$ cat src/hw/rtl/rtcd_pkg.sv
`timescale 1ns / 1ps
// ----------------------------------------------------------------------------
// rtcd_pkg: shared types and constants of the radio time-code decoder
// Event and frame status codes, the held time record, the edge class record
// and the timing windows used to sort receiver edges.
// ----------------------------------------------------------------------------
package rtcd_pkg;

  // Number of data bits kept per minute frame
  localparam int STORE_BITS = 58;
  localparam int COUNT_W    = 6;
  localparam int COUNT_MAX  = 63;

  // Configuration register
  localparam int          CFG_W         = 16;
  localparam logic [15:0] TIMEOUT_RESET = 16'd3000;

  // Pulse timing windows in milliseconds
  localparam int SEC_MIN  = 900;
  localparam int SEC_MAX  = 1100;
  localparam int MIN_MIN  = 1900;
  localparam int MIN_MAX  = 2100;
  localparam int ZERO_MIN = 70;
  localparam int ZERO_MAX = 130;
  localparam int ONE_MIN  = 170;
  localparam int ONE_MAX  = 230;

  // Calendar constants
  localparam int YEAR_BASE  = 2000;
  localparam int YEAR_RESET = 2017;

  // Output packing
  localparam int EVENT_W    = 3;
  localparam int STATUS_W   = 2;
  localparam int OUT_USER_W = EVENT_W + STATUS_W;
  localparam int OUT_DATA_W = 40;

  typedef enum logic [EVENT_W-1:0] {
    EV_NONE    = 3'd0,
    EV_INVALID = 3'd1,
    EV_ZERO    = 3'd2,
    EV_ONE     = 3'd3,
    EV_SECOND  = 3'd4,
    EV_MINUTE  = 3'd5
  } event_t;

  typedef enum logic [STATUS_W-1:0] {
    FS_NONE  = 2'd0,
    FS_OK    = 2'd1,
    FS_ERROR = 2'd2
  } frame_status_t;

  typedef struct packed {
    logic [11:0] year;
    logic [3:0]  month;
    logic [2:0]  weekday;
    logic [4:0]  day;
    logic [4:0]  hour;
    logic [5:0]  minute;
  } held_time_t;

  typedef struct packed {
    event_t ev;
    logic   fall;
    logic   rise;
  } edge_class_t;

endpackage

$ cat src/hw/rtl/rtcd_edge_class.sv
`timescale 1ns / 1ps
// ----------------------------------------------------------------------------
// rtcd_edge_class: receiver edge classifier
// Measures the time since the last falling edge and sorts the current
// sample into no event or an invalid, bit, second or minute-mark event.
// ----------------------------------------------------------------------------
module rtcd_edge_class #(
  parameter int TIME_BITS = 16
) (
  input  logic                       level,
  input  logic [TIME_BITS-1:0]       now,
  input  logic                       last_level,
  input  logic [TIME_BITS-1:0]       last_fall,
  input  logic [rtcd_pkg::CFG_W-1:0] timeout_ms,
  output rtcd_pkg::edge_class_t      cls
);
  import rtcd_pkg::*;

  localparam int CMP_W = (TIME_BITS > CFG_W) ? TIME_BITS : CFG_W;

  logic [TIME_BITS-1:0] elapsed;
  logic [CMP_W-1:0]     el;
  logic [CMP_W-1:0]     tmo;

  // Elapsed time wraps with the time base.
  assign elapsed = now - last_fall;
  assign el      = CMP_W'(elapsed);
  assign tmo     = CMP_W'(timeout_ms);

  // Sort the sample by edge direction and pulse length.
  always_comb begin
    cls.fall = (level != last_level) && !level;
    cls.rise = (level != last_level) && level;
    cls.ev   = EV_NONE;
    if (level == last_level) begin
      if (el > tmo) cls.ev = EV_INVALID;
    end else if (!level) begin
      if (el >= CMP_W'(SEC_MIN) && el <= CMP_W'(SEC_MAX)) begin
        cls.ev = EV_SECOND;
      end else if (el >= CMP_W'(MIN_MIN) && el <= CMP_W'(MIN_MAX)) begin
        cls.ev = EV_MINUTE;
      end else begin
        cls.ev = EV_INVALID;
      end
    end else begin
      if (el >= CMP_W'(ZERO_MIN) && el <= CMP_W'(ZERO_MAX)) begin
        cls.ev = EV_ZERO;
      end else if (el >= CMP_W'(ONE_MIN) && el <= CMP_W'(ONE_MAX)) begin
        cls.ev = EV_ONE;
      end else begin
        cls.ev = EV_INVALID;
      end
    end
  end

endmodule

$ cat src/hw/rtl/rtcd_frame_check.sv
`timescale 1ns / 1ps
// ----------------------------------------------------------------------------
// rtcd_frame_check: minute frame checker and BCD decoder
// Checks count, summer/winter bits, start bit and the three even parities,
// decodes the BCD time and date fields and range-checks them.
// ----------------------------------------------------------------------------
module rtcd_frame_check (
  input  logic [rtcd_pkg::STORE_BITS-1:0] bits,
  input  logic                            pending,
  input  logic [rtcd_pkg::COUNT_W-1:0]    count,
  output logic                            frame_ok,
  output rtcd_pkg::held_time_t            decoded
);
  import rtcd_pkg::*;

  // Two BCD digits to binary: units + 10 * tens.
  function automatic logic [7:0] bcd2bin(input logic [3:0] units, input logic [3:0] tens);
    bcd2bin = {4'd0, units} + {1'b0, tens, 3'd0} + {3'd0, tens, 1'b0};
  endfunction

  logic       hour_off;
  logic       dst_ok;
  logic [7:0] mi;
  logic [7:0] hr;
  logic [7:0] dy;
  logic [2:0] wd;
  logic [7:0] mo;
  logic [7:0] yr;

  // Winter time sets only the second flag; summer time only the first.
  assign hour_off = !bits[17] && bits[18];
  assign dst_ok   = bits[17] ^ bits[18];

  // Field decode.
  assign mi = bcd2bin(bits[24:21], {1'b0, bits[27:25]});
  assign hr = bcd2bin(bits[32:29], {2'b0, bits[34:33]}) + {7'd0, hour_off};
  assign dy = bcd2bin(bits[39:36], {2'b0, bits[41:40]});
  assign wd = bits[44:42];
  assign mo = bcd2bin(bits[48:45], {3'b0, bits[49]});
  assign yr = bcd2bin(bits[53:50], bits[57:54]);

  // All checks together decide whether the frame is taken.
  assign frame_ok = (count == COUNT_W'(STORE_BITS)) && dst_ok && bits[20]
                    && !(^bits[28:21]) && !(^bits[35:29])
                    && !((^bits[57:36]) ^ pending)
                    && (mi <= 8'd59) && (hr <= 8'd23)
                    && (dy != 8'd0) && (dy <= 8'd31) && (wd != 3'd0)
                    && (mo != 8'd0) && (mo <= 8'd12) && (yr <= 8'd99);

  assign decoded.minute  = mi[5:0];
  assign decoded.hour    = hr[4:0];
  assign decoded.day     = dy[4:0];
  assign decoded.weekday = wd;
  assign decoded.month   = mo[3:0];
  assign decoded.year    = 12'(YEAR_BASE) + {4'd0, yr};

endmodule

$ cat src/hw/rtl/radio_time_code_decoder.sv
`timescale 1ns / 1ps
// A sample waits in the input register until the master side is free and then
// moves on to the result register; the two registers are parted by the classify,
// frame-check and decode logic. Throughput: one sample per cycle while the
// master side takes every result.
// Reset (rst, synchronous): pipeline empty, timeout 3000 ms, bit count zero,
// held time Sunday 2017-01-01 00:00, all LEDs off. The bit store is not cleared.
// ----------------------------------------------------------------------------
// radio_time_code_decoder: minute-frame time-code decoder
// Classifies receiver edges, collects the 58 data bits of a minute, checks and
// decodes the frame on the minute mark and holds the last good time and LEDs.
// ----------------------------------------------------------------------------
module radio_time_code_decoder #(
  parameter int TIME_BITS = 16
) (
  input  logic                            clk,
  input  logic                            rst,
  // Sample request. tdata: level [0], time_ms [TIME_BITS:1], zero padding.
  input  logic                            s_tvalid,
  output logic                            s_tready,
  input  logic [((TIME_BITS+8)/8)*8-1:0]  s_tdata,
  // Result request. tdata: minute, hour, day, weekday, month, year,
  // pulse_led, good_led, error_led, zero padding.
  output logic                            m_tvalid,
  input  logic                            m_tready,
  output logic [rtcd_pkg::OUT_DATA_W-1:0] m_tdata,
  // tuser: event_res [2:0], frame_status [4:3].
  output logic [rtcd_pkg::OUT_USER_W-1:0] m_tuser,
  // Timeout register write.
  input  logic                            cfg_valid,
  output logic                            cfg_ready,
  input  logic [rtcd_pkg::CFG_W-1:0]      cfg_data
);
  import rtcd_pkg::*;

  // Input register
  logic                 in_valid;
  logic                 in_level;
  logic [TIME_BITS-1:0] in_time;
  logic                 advance;

  // Decoder state
  logic [CFG_W-1:0]      timeout_ms;
  logic                  last_level;
  logic [TIME_BITS-1:0]  last_fall;
  logic                  pending_bit;
  logic [STORE_BITS-1:0] bit_store;
  logic [COUNT_W-1:0]    bit_count;
  held_time_t            held;
  logic                  pulse_led;
  logic                  good_led;
  logic                  error_led;

  // Next values
  logic                  pending_bit_next;
  logic [COUNT_W-1:0]    bit_count_next;
  held_time_t            held_next;
  logic                  pulse_led_next;
  logic                  good_led_next;
  logic                  error_led_next;
  frame_status_t         status_next;
  logic                  shift_en;

  edge_class_t cls;
  logic        frame_ok;
  held_time_t  decoded;

  assign cfg_ready = 1'b1;
  assign advance   = in_valid && (!m_tvalid || m_tready);
  assign s_tready  = !in_valid || advance;

  // Input register; a new sample enters when it is empty or the last one moves on.
  always_ff @(posedge clk) begin
    if (rst) begin
      in_valid <= 1'b0;
    end else if (s_tvalid && s_tready) begin
      in_valid <= 1'b1;
    end else if (advance) begin
      in_valid <= 1'b0;
    end
  end

  always_ff @(posedge clk) begin
    if (s_tvalid && s_tready) begin
      in_level <= s_tdata[0];
      in_time  <= s_tdata[TIME_BITS:1];
    end
  end

  rtcd_edge_class #(
    .TIME_BITS (TIME_BITS)
  ) u_edge (
    .level      (in_level),
    .now        (in_time),
    .last_level (last_level),
    .last_fall  (last_fall),
    .timeout_ms (timeout_ms),
    .cls        (cls)
  );

  rtcd_frame_check u_frame (
    .bits     (bit_store),
    .pending  (pending_bit),
    .count    (bit_count),
    .frame_ok (frame_ok),
    .decoded  (decoded)
  );

  // Event handling: bits, second count, frame result and LEDs.
  always_comb begin
    pending_bit_next = pending_bit;
    bit_count_next   = bit_count;
    held_next        = held;
    pulse_led_next   = pulse_led;
    good_led_next    = good_led;
    error_led_next   = error_led;
    status_next      = FS_NONE;
    shift_en         = 1'b0;
    if (cls.fall) pulse_led_next = 1'b1;
    if (cls.rise) pulse_led_next = 1'b0;
    case (cls.ev)
      EV_INVALID: begin
        good_led_next  = 1'b0;
        error_led_next = 1'b1;
      end
      EV_ZERO: pending_bit_next = 1'b0;
      EV_ONE:  pending_bit_next = 1'b1;
      EV_SECOND: begin
        shift_en = (bit_count < COUNT_W'(STORE_BITS));
        if (bit_count != COUNT_W'(COUNT_MAX)) bit_count_next = bit_count + COUNT_W'(1);
      end
      EV_MINUTE: begin
        bit_count_next = '0;
        if (frame_ok) begin
          held_next      = decoded;
          status_next    = FS_OK;
          good_led_next  = 1'b1;
          error_led_next = 1'b0;
        end else begin
          status_next    = FS_ERROR;
          good_led_next  = 1'b0;
          error_led_next = 1'b1;
        end
      end
      default: ;
    endcase
  end

  // Control state and held time.
  always_ff @(posedge clk) begin
    if (rst) begin
      timeout_ms   <= TIMEOUT_RESET;
      last_level   <= 1'b0;
      last_fall    <= '0;
      pending_bit  <= 1'b0;
      bit_count    <= '0;
      held.minute  <= '0;
      held.hour    <= '0;
      held.day     <= 5'd1;
      held.weekday <= 3'd7;
      held.month   <= 4'd1;
      held.year    <= 12'(YEAR_RESET);
      pulse_led    <= 1'b0;
      good_led     <= 1'b0;
      error_led    <= 1'b0;
    end else begin
      if (cfg_valid && cfg_ready) timeout_ms <= cfg_data;
      if (advance) begin
        last_level  <= in_level;
        if (cls.fall) last_fall <= in_time;
        pending_bit <= pending_bit_next;
        bit_count   <= bit_count_next;
        held        <= held_next;
        pulse_led   <= pulse_led_next;
        good_led    <= good_led_next;
        error_led   <= error_led_next;
      end
    end
  end

  // Bit store as a shift line: after a full minute the first bit sits at 0.
  always_ff @(posedge clk) begin
    if (advance && shift_en) begin
      bit_store <= {pending_bit, bit_store[STORE_BITS-1:1]};
    end
  end

  // Result register.
  always_ff @(posedge clk) begin
    if (rst) begin
      m_tvalid <= 1'b0;
    end else if (advance) begin
      m_tvalid <= 1'b1;
    end else if (m_tready) begin
      m_tvalid <= 1'b0;
    end
  end

  always_ff @(posedge clk) begin
    if (advance) begin
      m_tuser <= {status_next, cls.ev};
      m_tdata <= {2'b00, error_led_next, good_led_next, pulse_led_next,
                  held_next.year, held_next.month, held_next.weekday,
                  held_next.day, held_next.hour, held_next.minute};
    end
  end

  // A frame status comes with a minute mark and with nothing else.
  a_status_on_minute: assert property (@(posedge clk) disable iff (rst)
    m_tvalid |-> ((m_tuser[4:3] != FS_NONE) == (m_tuser[2:0] == EV_MINUTE)))
    else $error("frame status without minute mark");

  // The good and error LEDs are never lit together.
  a_led_exclusive: assert property (@(posedge clk) disable iff (rst)
    !(good_led && error_led))
    else $error("good and error LEDs both on");

  // A minute mark always restarts the bit count.
  a_count_restart: assert property (@(posedge clk) disable iff (rst)
    (advance && cls.ev == EV_MINUTE) |=> (bit_count == '0))
    else $error("bit count not cleared after minute mark");

  // A good frame is shown with the good LED on.
  a_ok_led: assert property (@(posedge clk) disable iff (rst)
    (m_tvalid && m_tuser[4:3] == FS_OK) |-> (m_tdata[36] && !m_tdata[37]))
    else $error("good frame without good LED");

endmodule

$ cat config.mk
export PLATFORM = sky130hd
export DESIGN_NAME = radio_time_code_decoder
export DESIGN_NICKNAME = d
export VERILOG_FILES = /design/src/hw/rtl/rtcd_pkg.sv /design/src/hw/rtl/rtcd_edge_class.sv /design/src/hw/rtl/rtcd_frame_check.sv /design/src/hw/rtl/radio_time_code_decoder.sv
export SDC_FILE = /design/constraint.sdc
export NUM_CORES = 1
export LEC_CHECK = 0
export BUFFER_PORTS_ARGS = -buffer_cell sky130_fd_sc_hd__buf_2
export CORE_MARGIN = 2
export CORE_UTILIZATION = 64
export CTS_BUF_LIST = sky130_fd_sc_hd__clkbuf_16
export DETAILED_ROUTE_END_ITERATION = 8
export PLACE_DENSITY = 0.85
export SLEW_MARGIN = 25
export SYNTH_ARGS = -nofsm -noshare
export SYNTH_HDL_FRONTEND = slang
export SYNTH_SLANG_ARGS = --single-unit
$ cat constraint.sdc
create_clock -name clk -period 7.97 [get_ports clk]
set_input_delay 2.391 -clock clk [delete_from_list [all_inputs] [get_ports clk]]
set_output_delay 2.391 -clock clk [all_outputs]
set_load 0.01 [all_outputs]
==> results of run 1 <==
-- critical path: stages (launching register included) --
cell      delay (ns)
edfxtp_1        0.36
inv_1           0.05
ha_1            0.21
fa_1            0.40
nor2b_1         0.20
o21ai_0         0.15
a21boi_1        0.41
nor2_1          0.07
o21ai_0         0.22
xor2_1          0.19
ha_1            0.26
and4_1          0.20
nand4_1         0.14
or4_1           0.17
nor2_1          0.04
mux2_2          0.27
a211oi_2        0.35
o21ai_4         0.19
nor3_4          0.64
buf_4           0.46
mux2_2          0.41
-- metal layers --
layer  wire [um]  up-vias
met5           0        -
met4         278        0
met3        1070       25
met2        9000      210
met1        8990     3308
li1            -     3388
-- sequential cells by signal (all words and copies together), names as in the netlist --
register	cells
bit_store	41
m_tdata	38
held	35
in_time	16
last_fall	16
timeout_ms	16
bit_count	6
m_tuser	5
error_led	1
good_led	1
in_level	1
in_valid	1
last_level	1
m_tvalid	1
pending_bit	1
pulse_led	1
-- layout make-up --
class                           count  area, um^2  area share
Timing Repair Buffer               87         448      0.0418
Multi-Input combinational cell    628        4560       0.426
Tap cell                          184         230      0.0215
Clock buffer                       17         425      0.0397
Clock inverter                     15         149      0.0139
Inverter                           70         265      0.0248
Sequential cell                   181        4630       0.433
-- power by group through the flow --
stage	logic, uW	registers (uW)	clock network, uW
after CTS	186	1010	824
final	188	1010	816
after detailed placement	184	1030	0
after global routing	209	1010	863
after floorplan	129	1030	0
after global placement	180	1030	0
-- cells by family after synthesis --
logic type | count (synthesis) | synth area share
buf+inv | 97 | 0.0409
flops | 181 | 0.484
simple gates | 252 | 0.125
fa+ha+maj | 68 | 0.0935
compound gates | 173 | 0.120
mux | 74 | 0.0815
xor+xnor | 58 | 0.0538
other cells | 2 | 0.000784
-- stage by stage --
step                utilization  setup WS [ns]  hold WS, ns  total power (uW)  cells
floorplan                     -           2.86        0.400              1160    906
global placement          0.695           2.45        0.403              1210   1150
detailed placement        0.695           2.38        0.416              1220   1150
CTS                       0.734           2.35        0.433              2020   1182
global route              0.734           1.98        0.435              2080   1182
finish                    0.734           2.32        0.433              2010   1182
-- cells in the final DEF (no fill, tap or decap), drive strengths merged, types with 8 or more instances in the layout --
cell	synthesis	final
edfxtp	101	101
xor2	15	15
ha	62	62
xnor2	43	43
dfxtp	80	80
buf	13	87
nand3	16	16
inv	68	77
nor2	61	61
nor2b	8	8
nand2	94	94
nor3	19	19
a211oi	11	11
o211ai	16	16
mux2	32	32
clkbuf	13	17
mux2i	42	42
a21o	12	12
a21oi	58	58
and2	8	8
o21ai	35	35
-- how the worst min path moves through the flow --
| stage | start | cells after the start | slack, ns | end |
|---|---|---|---|---|
| global placement | bit_store[19]$_DFFE_PP_ | 0 | 0.40 | bit_store[18]$_DFFE_PP_ |
| floorplan | bit_store[19]$_DFFE_PP_ | 0 | 0.40 | bit_store[18]$_DFFE_PP_ |
| CTS | bit_store[19]$_DFFE_PP_ | 0 | 0.43 | bit_store[18]$_DFFE_PP_ |
| finish | bit_store[19]$_DFFE_PP_ | 0 | 0.43 | bit_store[18]$_DFFE_PP_ |
| global route | bit_store[19]$_DFFE_PP_ | 0 | 0.43 | bit_store[18]$_DFFE_PP_ |
| detailed placement | bit_store[19]$_DFFE_PP_ | 0 | 0.42 | bit_store[18]$_DFFE_PP_ |
==> flow_summary.toml, run 1 <==
[yosys]
yosysWarnings = 0
synthDistinctLibCells = 81
synth_seq_cells = 181
async_flop_share = 0
synthCells = 905
ys_top_cells_by_area = "edfxtp_1, dfxtp_1, ha_1"
synth_common_cells = "edfxtp_1, nand2_1, dfxtp_1"
post-synth-top-count-cell = "edfxtp_1"
synth_area_leader_cell = "edfxtp_1"
synth.avg_cell_area_um2 = 10.6
yosysSeqAreaShare = 0.484
synth_top_area_frac = 0.317
synth_ff_type = "edfxtp_1"
netlist_area_um2 = 9580
synth-edff-count = 101

[placement]
dp_hpwl_um = 13800
place_area_um2 = 10100
port_buffers = 82
place.gp.congestion = 0.895

[timing]
rsz0062_at_grt = "no"
setup_viol = 0
relSlewSlack = 0.248
finalCritPeriodShare = 0.709
drv_slew = 0
fmax_ghz = 0.177
clock_skew_ns = 0.0102
period_needed_ns = 5.65
fin_tns_setup_ns = 0
worst_pin_slew_ns = 1.12
hold_viol = 0

[global_routing]
antenna_found_initial = 0
grt_max_degree = 59
grt_use_met1 = 0.357
grt_pass1_vias = 6658
grt_usage = 0.251
grt_pass1_wl_um = 32300
gr-total-overflow = 0
use_met2 = 0.400
grt_use_met3 = 0.0430
gr-max-usage-layer = "met2"

[power]
p_clk_frac = 0.405
seqPwrFrac = 0.502
combPwrFrac = 0.093
sw_frac_of_total = 0.249
netSwitchingPower_uw = 503
p_int_uw = 1510
leakagePower_uw = 0.00406
power.density_nw_per_um2 = 188
ir_drop_uv = 174

[floorplanning]
fp.dieH_um = 126
ios = 93
core_area_um2 = 14600
die_w_um = 126
rows = 44
start_util = 0.657
die_area_um2 = 16000

[final_layout]
nNetsFinal = 1098
syn_to_final_growth_pct = 11.8
drive_above_1_share = 0.175
antenna_cells = 0
final_area_um2 = 10700
fillers = 1008

[clock_tree]
clkSinkCount = 181
cts_buffer_depth = 2
cts_made_buffers = 17
clk_pin_slew_ns = 0.07
cts_htree_levels = 4
cts_resized = 0
cts_setup_buffers = 0
cts_root_buffer = "clkbuf_16"
cts_tree = "built"
cts_hold_buf = 0
clk-insertion-delay-late_ns = 0.43

[worst_setup_path]
end_kind = "flip-flop"
cp.required_ns = 8.15
start_kind = "flip-flop"
rr_endpoint = "m_tdata[31]$_DFFE_PP_"
endpoint = "m_tdata[31]$_DFFE_PP_"
worst_r2r_path_depth = 20
r2r_setup_slack_ns = 2.32
worstPathMaxFanout = 25
timing.critical_path.from = "in_time[0]$_DFFE_PP_"
r2r-start = "in_time[0]$_DFFE_PP_"
worstSetupPathType = "flip-flop to flip-flop"
arrival_ns = 5.83

[drt]
wire_per_inst_um = 16.4
antenna_left = 0
vias_per_cell = 5.86
firstDrtPassIters = 5
drt_first_iter_violations = 538
num_vias = 6931
drc = 0
totalWireLength_um = 19300

[run_status]
outcome = "complete, no violations"

[flow_run]
maxCapViolations = 0

[worst_hold_path]
hold_class = "flip-flop to flip-flop"
(Power assumes the default switching activity.)
==> run 2, diff against run 1 <==
- ABC_AREA: not set -> 1
- CORE_UTILIZATION: 64 -> 54
- PLACE_DENSITY: 0.85 -> 0.77
- clock period: 7.97 -> 4.92 ns (I/O delays scaled with it)
==> flow_summary.toml, run 2 <==
[worst_setup_path]
start_kind = "flip-flop"
end_kind = "flip-flop"
max_stage_delay_ns = 0.46
arrival_ns = 4.61
slowest_stage = "inv_2"
cp.required_ns = 5.29
cpMostUsedCell = "nand2_1"
worstSetupPathType = "flip-flop to flip-flop"
worstPathMaxFanout = 27

[run_status]
outcome = "complete, no violations"

[final_layout]
syn_to_final_growth_pct = 11.8
fillers = 1535
antenna_cells = 0
largest_reg_flops = 41
drive_above_1_share = 0.122
final_area_um2 = 11100
largest_register = "bit_store"
regArea_um2 = 4630
final_cells = 1521
layout_common_cells = "nand2_1, inv_1, nor2_1"
multi_input_area_um2 = 4440
final_common_cell = "nand2_1"
nNetsFinal = 1392
reg.largest.list = "bit_store (41), m_tdata (38), held (35)"

[timing]
period_needed_ns = 4.23
setup_viol = 0
fin_tns_setup_ns = 0
setup_ws_ns = 0.687
relSlewSlack = 0.435
clock_skew_ns = 0.0105
worst_pin_slew_ns = 0.847
rsz0062_at_grt = "no"
drv_slew = 0
fmax_ghz = 0.236
finalCritPeriodShare = 0.860
hold_viol = 0

[clock_tree]
clk_pin_slew_ns = 0.07
cts_root_buffer = "clkbuf_16"
cts_hold_buf = 0
clk-insertion-delay-late_ns = 0.43
cts_htree_levels = 4
cts_resized = 0
cts_buffer_depth = 2
cts_tree = "built"
cts_setup_buffers = 0
clkSinkCount = 181
cts_made_buffers = 17

[power]
power.density_nw_per_um2 = 308
netSwitchingPower_uw = 917
ir_drop_uv = 212
p_int_uw = 2500
p_clk_frac = 0.383
sw_frac_of_total = 0.268
seqPwrFrac = 0.492
leakagePower_uw = 0.00530
combPwrFrac = 0.125

[worst_hold_path]
hold_class = "flip-flop to flip-flop"

[drt]
drt_first_iter_violations = 440
firstDrtPassIters = 5
antenna_left = 0
num_vias = 7804
vias_per_cell = 5.13
totalWireLength_um = 19800
drc = 0
wire_per_inst_um = 13.0

[yosys]
synth-edff-count = 101
post-synth-top-count-cell = "nand2_1"
ys_top_cells_by_area = "edfxtp_1, dfxtp_1, nand2_1"
async_flop_share = 0
synth_ff_type = "edfxtp_1"
synth_seq_cells = 181
synthDistinctLibCells = 47
synth.avg_cell_area_um2 = 8.25
yosysWarnings = 0
yosysSeqAreaShare = 0.468
synth_area_leader_cell = "edfxtp_1"
synth_common_cells = "nand2_1, inv_1, nor2_1"
netlist_area_um2 = 9910
synthCells = 1202
synth_top_area_frac = 0.306

[placement]
dp_hpwl_um = 14500
port_buffers = 82
numPlacedInstances = 1489
pre_cts_ws_ns = 0.766
place.gp.congestion = 0.866
place_area_um2 = 10500

[global_routing]
grt_usage = 0.210
grt_pass1_wl_um = 33500
antenna_found_initial = 0
gr-total-overflow = 0
grt_pass1_vias = 7254
grt_max_degree = 62

[floorplanning]
fp.dieH_um = 139
core_area_um2 = 18000
ios = 93
rows = 49
die_area_um2 = 19500
die_w_um = 139
start_util = 0.552

[flow_run]
maxCapViolations = 0
[run 2: cells by family (layout without fill, tap and decap cells)]
logic type      after synthesis  in the layout  share of synthesized area
buf+inv                     211            300                     0.0867
compound gates              155            155                     0.0857
fa+ha+maj                    68             68                     0.0904
flops                       181            181                      0.468
xor+xnor                     44             44                     0.0404
simple gates                541            541                      0.228
other cells                   2              3                   0.000758
[run 2: power by group through the flow]
| stage | registers [uW] | clock network (uW) | logic, uW |
|---|---|---|---|
| floorplan | 1720 | 0 | 303 |
| finish | 1680 | 1310 | 426 |
| CTS | 1680 | 1330 | 424 |
| detailed placement | 1710 | 0 | 420 |
| global route | 1690 | 1390 | 487 |
| global placement | 1710 | 0 | 407 |
[run 2: stage by stage]
| step | utilization | power (uW) | hold slack, ns |
|---|---|---|---|
| floorplan | - | 2020 | 0.400 |
| finish | 0.617 | 3410 | 0.430 |
| global placement | 0.585 | 2120 | 0.406 |
| CTS | 0.617 | 3440 | 0.428 |
| detailed placement | 0.585 | 2130 | 0.412 |
| global route | 0.617 | 3570 | 0.444 |
[run 2: cell type report]
type	count	area share
sequential	181	0.418
multi-input combinational	811	0.401
inverter	179	0.0609
timing repair buffer	89	0.0429
clock buffer	18	0.0407
tap	229	0.0259
clock inverter	14	0.0104
[run 2: path summary, 6_finish.rpt]
path	slack (ns)	to	startpoint	depth (start not counted)
worst max register to register	0.69	held[34]$_SDFFE_PP0P_	in_time[0]$_DFFE_PP_	28
worst min register to register	0.43	bit_store[18]$_DFFE_PP_	bit_store[19]$_DFFE_PP_	0
worst min-delay path	0.43	bit_store[18]$_DFFE_PP_	bit_store[19]$_DFFE_PP_	0
worst max-delay path	0.69	held[34]$_SDFFE_PP0P_	in_time[0]$_DFFE_PP_	28
[run 2: critical path, delay by kind of cell (launching register included)]
kind,cells,cell delay (ns)
flops,1,0.38
simple gates,20,2.04
buf+inv,5,0.73
fa+ha+maj,3,0.97
[run 2: metal layers]
metal	wire length [um]	track usage	vias up
met1	9710	0.300	3560
met4	272	0.0574	0
met3	848	0.0334	26
li1	-	-	4040
met2	8990	0.336	178
met5	0	0	-
==> run 3, diff against run 2 <==
- CORE_UTILIZATION: 54 -> 45
- PLACE_DENSITY: 0.77 -> not set
- PLACE_DENSITY_LB_ADDON: not set -> 0.25
==> flow_summary.toml, run 3 (synthesis results as in run 2) <==
[timing]
fin_tns_setup_ns = 0
setup_viol = 0
hold_viol = 0
finalCritPeriodShare = 0.829
drv_slew = 0
period_needed_ns = 4.08
clock_skew_ns = 0.0151
fmax_ghz = 0.245
worst_pin_slew_ns = 0.853
rsz0062_at_grt = "no"
holdWs_ns = 0.433
relSlewSlack = 0.431

[worst_setup_path]
cp.required_ns = 4.99
arrival_ns = 4.15
start_kind = "flip-flop"
timing.critical_path.from = "in_time[0]$_DFFE_PP_"
worstSetupPathType = "flip-flop to flip-flop"
worst_r2r_path_depth = 23
worstPathMaxFanout = 34
r2r-start = "in_time[0]$_DFFE_PP_"
end_kind = "flip-flop"

[final_layout]
largest_register = "bit_store"
drive_above_1_share = 0.123
antenna_cells = 0
largest_reg_flops = 41
final_common_cell = "nand2_1"
layout_common_cells = "nand2_1, inv_1, nor2_1"
nNetsFinal = 1394
reg.largest.list = "bit_store (41), m_tdata (38), held (35)"
final_cells = 1574
syn_to_final_growth_pct = 12.8

[placement]
numPlacedInstances = 1542
place.gp.congestion = 0.829
port_buffers = 82
dp_hpwl_um = 14900

[worst_hold_path]
hold_start = "bit_store[19]$_DFFE_PP_"
hold_path_depth = 0
hold_class = "flip-flop to flip-flop"

[power]
total_power_uw = 3470
ir_drop_uv = 291
leakagePower_uw = 0.00532
seqPwrFrac = 0.485
netSwitchingPower_uw = 900
sw_frac_of_total = 0.259
combPwrFrac = 0.122
power.density_nw_per_um2 = 310
p_clk_frac = 0.393
p_int_uw = 2570

[clock_tree]
clk_pin_slew_ns = 0.07
cts_root_buffer = "clkbuf_16"
cts_hold_buf = 0
clk-insertion-delay-late_ns = 0.44
cts_htree_levels = 4
cts_setup_buffers = 0
cts_tree = "built"
cts_made_buffers = 17
cts_resized = 0
cts_buffer_depth = 2
clkSinkCount = 181

[global_routing]
gr-total-overflow = 0
grt_usage = 0.181
grt_max_degree = 51
grt_pass1_vias = 7184
grt_pass1_wl_um = 34400
antenna_found_initial = 0

[floorplanning]
start_util = 0.457
rows = 54
die_w_um = 152
ios = 93
core_area_um2 = 21700
die_area_um2 = 23200
fp.dieH_um = 152

[drt]
firstDrtPassIters = 6
vias_per_cell = 4.89
drt_first_iter_violations = 431
antenna_left = 0
drc = 0
wire_per_inst_um = 13.0
totalWireLength_um = 20400
num_vias = 7689

[run_status]
outcome = "complete, no violations"

[flow_run]
maxCapViolations = 0
[run 3: through the flow]
step / utilization / instance area (um^2) / setup slack (ns)
2_1_floorplan: - / 9930 / 0.505
3_3_place_gp: 0.488 / 10600 / 0.906
3_5_place_dp: 0.488 / 10600 / 0.839
4_1_cts: 0.516 / 11200 / 0.817
5_1_grt: 0.516 / 11200 / 0.473
6_report: 0.516 / 11200 / 0.842
[run 3: final timing paths]
kind | slack [ns] | endpoint
min reg2reg | 0.43 | bit_store[18]$_DFFE_PP_
max | 0.84 | bit_store[44]$_DFFE_PP_
max reg2reg | 0.84 | bit_store[44]$_DFFE_PP_
min | 0.43 | bit_store[18]$_DFFE_PP_
[run 3: power groups by stage]
stage | clock network [uW] | logic (uW) | registers (uW)
6_report | 1360 | 423 | 1680
5_1_grt | 1450 | 488 | 1690
4_1_cts | 1400 | 425 | 1680
3_5_place_dp | 0 | 422 | 1710
3_3_place_gp | 0 | 412 | 1710
2_1_floorplan | 0 | 303 | 1720
[run 3: layout make-up]
cell class,count,area [um^2]
Inverter,179,674
Timing Repair Buffer,91,490
Clock buffer,19,475
Sequential cell,181,4630
Clock inverter,13,118
Fill cell,2029,10500
Multi-Input combinational cell,811,4440
Tap cell,280,350
[run 3: worst max-delay path, cell delays in order (launching register included)]
cell	delay, ns
edfxtp_1	0.39
inv_1	0.06
ha_1	0.24
fa_1	0.44
inv_1	0.12
nand2_1	0.05
nand2_1	0.09
nand3_1	0.11
nand2_1	0.12
nand2_1	0.10
nand3_2	0.08
nand2_2	0.08
ha_1	0.28
nand2_1	0.06
inv_1	0.05
nand3_1	0.08
nor2_1	0.10
nand4_1	0.12
nor2_1	0.13
nor2_1	0.05
nand2_1	0.12
nand2_4	0.13
a2111oi_4	0.23
buf_4	0.46
[run 3: metal layers]
layer  GRT usage  part of all wire
met5           0                 0
met4      0.0556             0.014
met3      0.0296             0.032
met2       0.295              0.46
met1       0.250              0.49
